$ cat src/sv/wbd_fifo.sv
module wbd_fifo #(
    parameter int WIDTH = 8,
    parameter int DEPTH = 4,
    localparam int AW = (DEPTH > 1) ? $clog2(DEPTH) : 1,
    localparam int CW = $clog2(DEPTH + 1)
) (
    input  logic             clk,
    input  logic             rst_n,
    input  logic             push,
    input  logic [WIDTH-1:0] push_data,
    input  logic             pop,
    output logic [WIDTH-1:0] pop_data,
    output logic [CW-1:0]    count
);

    logic [WIDTH-1:0] slot_reg [DEPTH];
    logic [AW-1:0]    wr_ptr_reg, wr_ptr_next;
    logic [AW-1:0]    rd_ptr_reg, rd_ptr_next;
    logic [CW-1:0]    count_reg, count_next;

    // pointer and fill bookkeeping
    always_comb
    begin
        wr_ptr_next = wr_ptr_reg;
        rd_ptr_next = rd_ptr_reg;
        count_next  = count_reg;
        if (push)
        begin
            wr_ptr_next = (wr_ptr_reg == AW'(DEPTH - 1)) ? '0 : wr_ptr_reg + 1'b1;
        end
        if (pop)
        begin
            rd_ptr_next = (rd_ptr_reg == AW'(DEPTH - 1)) ? '0 : rd_ptr_reg + 1'b1;
        end
        if (push && !pop)
        begin
            count_next = count_reg + 1'b1;
        end
        else if (pop && !push)
        begin
            count_next = count_reg - 1'b1;
        end
    end

    always_ff @(posedge clk or negedge rst_n)
    begin
        if (!rst_n)
        begin
            wr_ptr_reg <= '0;
            rd_ptr_reg <= '0;
            count_reg  <= '0;
        end
        else
        begin
            wr_ptr_reg <= wr_ptr_next;
            rd_ptr_reg <= rd_ptr_next;
            count_reg  <= count_next;
        end
    end

    // storage
    always_ff @(posedge clk)
    begin
        if (push)
        begin
            slot_reg[wr_ptr_reg] <= push_data;
        end
    end

    assign pop_data = slot_reg[rd_ptr_reg];
    assign count    = count_reg;

endmodule

$ cat config.mk
export PLATFORM = sky130hd
export DESIGN_NAME = wbd_fifo
export DESIGN_NICKNAME = d
export VERILOG_FILES = /design/src/sv/wbd_fifo.sv
export SDC_FILE = /design/constraint.sdc
export NUM_CORES = 1
export LEC_CHECK = 0
export BUFFER_PORTS_ARGS = -buffer_cell sky130_fd_sc_hd__buf_2
export CORE_MARGIN = 1
export CORE_UTILIZATION = 59
export DETAILED_ROUTE_END_ITERATION = 12
export GPL_ROUTABILITY_DRIVEN = 0
export GPL_TIMING_DRIVEN = 0
export PLACE_DENSITY = 0.82
export SYNTH_ARGS = -nofsm -noshare
export SYNTH_HDL_FRONTEND = slang
export SYNTH_SLANG_ARGS = --single-unit
$ cat constraint.sdc
create_clock -name clk -period 3.5 [get_ports clk]
set_clock_uncertainty 0.2 [all_clocks]
set_input_delay 0.7 -clock clk [delete_from_list [all_inputs] [get_ports clk]]
set_output_delay 0.7 -clock clk [all_outputs]
set_load 0.005 [all_outputs]
## Yosys cells after proc, flatten, opt, wreduce, memory -nomap -nowiden

Memories as Yosys holds them, arrays and structs flattened.
Index checks and enable logic that the tools add are counted.

| word-level totals | value |
|---|---|
| bits in registers | 7 |
| latch bits | 0 |
| bits in writable memories | 32 |
| memory bits (read-only) | 0 |
| output and inout bits | 11 |
| memories | 1 |

| operators by class | value |
|---|---|
| add/sub/neg operators | 4 |
| $mul | 0 |
| divide/modulo/power cells | 0 |
| order comparisons | 0 |
| equality and inequality tests | 2 |
| shift-type cells | 0 |
| muxes and demuxes | 6 |
| bitwise logic cells | 0 |
| reductions and logical operators | 5 |

Memory list:

| name | depth | width | rd ports | clocked after memory_dff | wr ports | line | source |
|---|---|---|---|---|---|---|---|
| slot_reg | 4 | 8 | 1 | 0 | 1 | 16 | `logic [WIDTH-1:0] slot_reg [DEPTH];` |

Operator list:

| cell | count |
|---|---|
| two-way mux 3 bit | 2 |
| adder 2 x 1 -> 2 bit, second input constant | 2 |
| == test 2 bit, second input constant | 2 |
| two-way mux 2 bit | 2 |
| adder 3 x 1 -> 3 bit, second input constant | 1 |
| subtractor 3 x 1 -> 3 bit, second input constant | 1 |
| logical AND 1 bit | 2 |
| zero test 1 bit | 2 |
| two-way mux 1 bit | 2 |
| nonzero test 2 bit | 1 |

## Depth between registers and ports, before layout

| depth | value |
|---|---|
| word-level depth | 4 |
| mapped depth | 7 |
| mapped depth without buffers | 7 |

## Least setup slack after synthesis

Ideal clock, no wire load.

| timing | value |
|---|---|
| path kind | input-to-reg |
| start point | input port pop |
| end point | register count_reg[2], in the netlist count[2] |
| setup time | 79 ps |
| arrival | 1686 ps |
| slack | 1535 ps |
| stages on the path | 7 |
| buffers on the path | 0 |
| path through | inv_1 > ha_1 > inv_1 > fa_1 > xor2_1 > nor2_1 > xor2_1 |

| between the ends | value |
|---|---|
| longest elaborated chain between the ends | 3 |
| elaborated cells on any way between the ends | 5 |
| those cells by class | mux (1); reduce/logical (4) |

RTL lines:

| what | line | source |
|---|---|---|
| start: declaration | 11 | `input logic pop,` |
| zero test 1 bit | 35 | `if (push && !pop)` |
| logical AND 1 bit | 35 |  |
| two-way mux 3 bit or nonzero test 2 bit (tied branches) | - |  |
| end signal: assignment | 57 | `count_reg <= count_next;` |
| end: declaration | 19 | `logic [CW-1:0] count_reg, count_next;` |

Several ways; a longest one is shown, not always the timed one.
A chain may end at the register's enable or synchronous reset.

## Worst setup path after layout

| timing | value |
|---|---|
| start point | register rd_ptr_reg[0] |
| end point | output port pop_data[2] |

| between the ends | value |
|---|---|
| longest elaborated chain between the ends | 1 |

RTL lines:

| what | line | source |
|---|---|---|
| start: declaration | 18 | `logic [AW-1:0] rd_ptr_reg, rd_ptr_next;` |
| start signal: assignment | 56 | `rd_ptr_reg <= rd_ptr_next;` |
| memory read (4 x 8 bit) | - |  |
| end: declaration | 12 | `output logic [WIDTH-1:0] pop_data,` |

Every way passes these cells.

==> flow_metrics.tcl <==
set metrics [dict create \
    synth.distinct_cells 16 \
    fillers 171 \
    r2r_start "wr_ptr_reg[1]$_DFFE_PN0P_" \
    grt_max_degree 12 \
    numCtsBuffers 5 \
    cts-resized-gates 0 \
    fin_nets 126 \
    drive_gt1_frac 0.380 \
    grt_pass1_wl_mm 3.60 \
    syn2layout_area_growth_pct 13.3 \
    post-cts-setup-buffers 0 \
    timing.fmax_ghz 0.410 \
    netlist.area_leader.share 0.617 \
    core_area_um2 2480 \
    finalSetupTns_ns 0 \
    mostFrequentLayoutCells "edfxtp_1 (32), buf_2 (23), mux4_2 (8)" \
    clock_latency_ns 0.33 \
    max_slew_margin 0.708 \
    finalHoldViolCount 0 \
    clk_pin_slew_ns 0.12 \
    finalCritPeriodShare 0.698 \
    portBuffers 22 \
    grt_pass1_vias 766 \
    layout_setup_ws_ns 1.06 \
    worstPathRequired_ns 2.60 \
    maxCapViolCount 0 \
    worstSetupEndpointType "output port" \
    worstPathArrival_ns 1.54 \
    syn_area_um2 1560 \
    antenna_cells 0 \
    power.leakage_nw 0.675 \
    r2r_slack_ns 1.87 \
    antenna_found_initial 0 \
    ant_nets 0 \
    pre_cts_slack_ns 1.31 \
    min_to "count[2]$_DFFE_PN0P_" \
    rsz0062_at_grt "false" \
    drtPass1Iterations 4 \
    holdCritPathClass "reg -> reg" \
    wire_per_inst_um 16.8 \
    num_vias 761 \
    vdd_ir_drop_max_v 0.000588 \
    cts-root-buf "clkbuf_4" \
    hold_depth 1 \
    dieWidth_um 53.4 \
    syn-num-nets 96 \
    drv_slew 0 \
    worstMarginPinSlew_ns 0.438 \
    synthTopCellsByArea "edfxtp_1 (62%), mux4_2 (12%), dfrtp_1 (11%)" \
    syn_avg_cell_area_um2 20.2 \
    ys_seq_area_frac 0.729 \
    ys_warn_count 0 \
    start_util 0.629 \
    route.detailed.drc 0 \
    clockBufferDepth 2 \
    status "completed" \
    die_height_um 53.4 \
    worstSetupStartpointType "flip-flop" \
    finalSetupViolCount 0 \
    rr_worst_depth 3 \
    ioPinCount 23 \
    die_area_um2 2850 \
    cts.sinks 39 \
    synth_area_leader_cell "edfxtp_1" \
    grt_overflow 0 \
    hold_path.startpoint "count[2]$_DFFE_PN0P_" \
    drt-initial-drc-count 17 \
    ys_ff_latch 39 \
    final_common_cell "edfxtp_1" \
    critPathKind "reg -> out" \
    rr_endpoint "slot_reg[1][6]$_DFFE_PP_" \
    period_needed_ns 2.44 \
    htreeDepth 2 \
    hpwlAfterDp_mm 1.66 \
    vias_per_cell 5.51 \
    track_usage 0.200 \
    cts_tree "built" \
    cp_max_fo 10 \
    wirelength_mm 2.32 \
    largest_register_ffs 32 \
    fp-row-count 18 \
    synthCells 77 \
    power_density_nw_per_um2 727 \
]
## kinds of logic after synthesis
family                     count (synthesis)  synth area share
AOI/OAI and AO/OA                          2           0.00643
xor gates and xnor gates                   3            0.0169
adders and majority gates                  7            0.0610
buffers and inverters                      7            0.0225
DFF                                       39             0.729
muxes                                     11             0.137
and+or+nand+nor                            8            0.0265
## layer usage
layer,share of wire,vias to the layer above,track usage,wire length [µm]
met3,0.049,5,0.0632,114
met2,0.50,20,0.325,1170
met5,0,-,0,0
met4,0.020,0,0.110,46
met1,0.43,384,0.235,996
li1,-,352,-,-
## worst max path at each step
| stage | end | from | depth (start not counted) | slack, ns |
|---|---|---|---|---|
| after global routing | pop_data[3] | rd_ptr_reg[0]$_DFFE_PN0P_ | 3 | 0.99 |
| after global placement | count[2]$_DFFE_PN0P_ | pop | 8 | 1.34 |
| after CTS | pop_data[2] | rd_ptr_reg[0]$_DFFE_PN0P_ | 3 | 1.04 |
| final | pop_data[2] | rd_ptr_reg[0]$_DFFE_PN0P_ | 3 | 1.06 |
| after detailed placement | count[2]$_DFFE_PN0P_ | pop | 8 | 1.31 |
| after floorplan | count[2]$_DFFE_PN0P_ | pop | 7 | 1.53 |
## what timing repair did
item                                    CTS  global route
endpoints found under the setup margin    0             0
endpoints found under the hold margin     7             0
hold buffers                              1             0
## synth_stat cells
cell and instances:
edfxtp_1 32, mux4_2 8, dfrtp_1 7, ha_1 6, inv_1 5, and2_1 4, mux2_2 3, nor2_1 2
o21ai_0 2, xor2_1 2, buf_2 1, buf_6 1, fa_1 1, nand2_1 1, nand3_1 1, xnor2_1 1
## power by group
group | switching [mW] | total, mW | internal, mW | leakage [nW]
clock | 0.133 | 0.212 | 0.0784 | 0.0293
combinational | 0.194 | 0.417 | 0.223 | 0.269
sequential | 0.0442 | 0.655 | 0.611 | 0.377
## critical path: stages (launching register included)
cell and delay [ns]:
dfrtp_1 0.38, buf_6 0.18, mux4_2 0.52, buf_2 0.14
## through the flow
step                      power (mW)  hold WS (ns)  utilization  instance area, µm²  std cells
final                           1.28         0.269        0.713                1770        138
after global routing            1.37         0.306        0.713                1770        138
after CTS                       1.30         0.270        0.713                1770        138
after detailed placement        1.09         0.251        0.688                1710        129
after global placement          1.06         0.251        0.688                1710        129
after floorplan                0.939         0.204            -                1560         77
## layout make-up
class	instances	area, µm²	area share
repair buffers	23	120	0.0680
well taps	30	37.5	0.0213
plain buffers	2	16.3	0.00921
clock inverters	1	5.00	0.00283
multi-input cells	31	387	0.219
inverters	5	18.8	0.0106
flip-flops and latches	39	1140	0.644
clock buffers	7	45.0	0.0255
(Power assumes the default switching activity.)
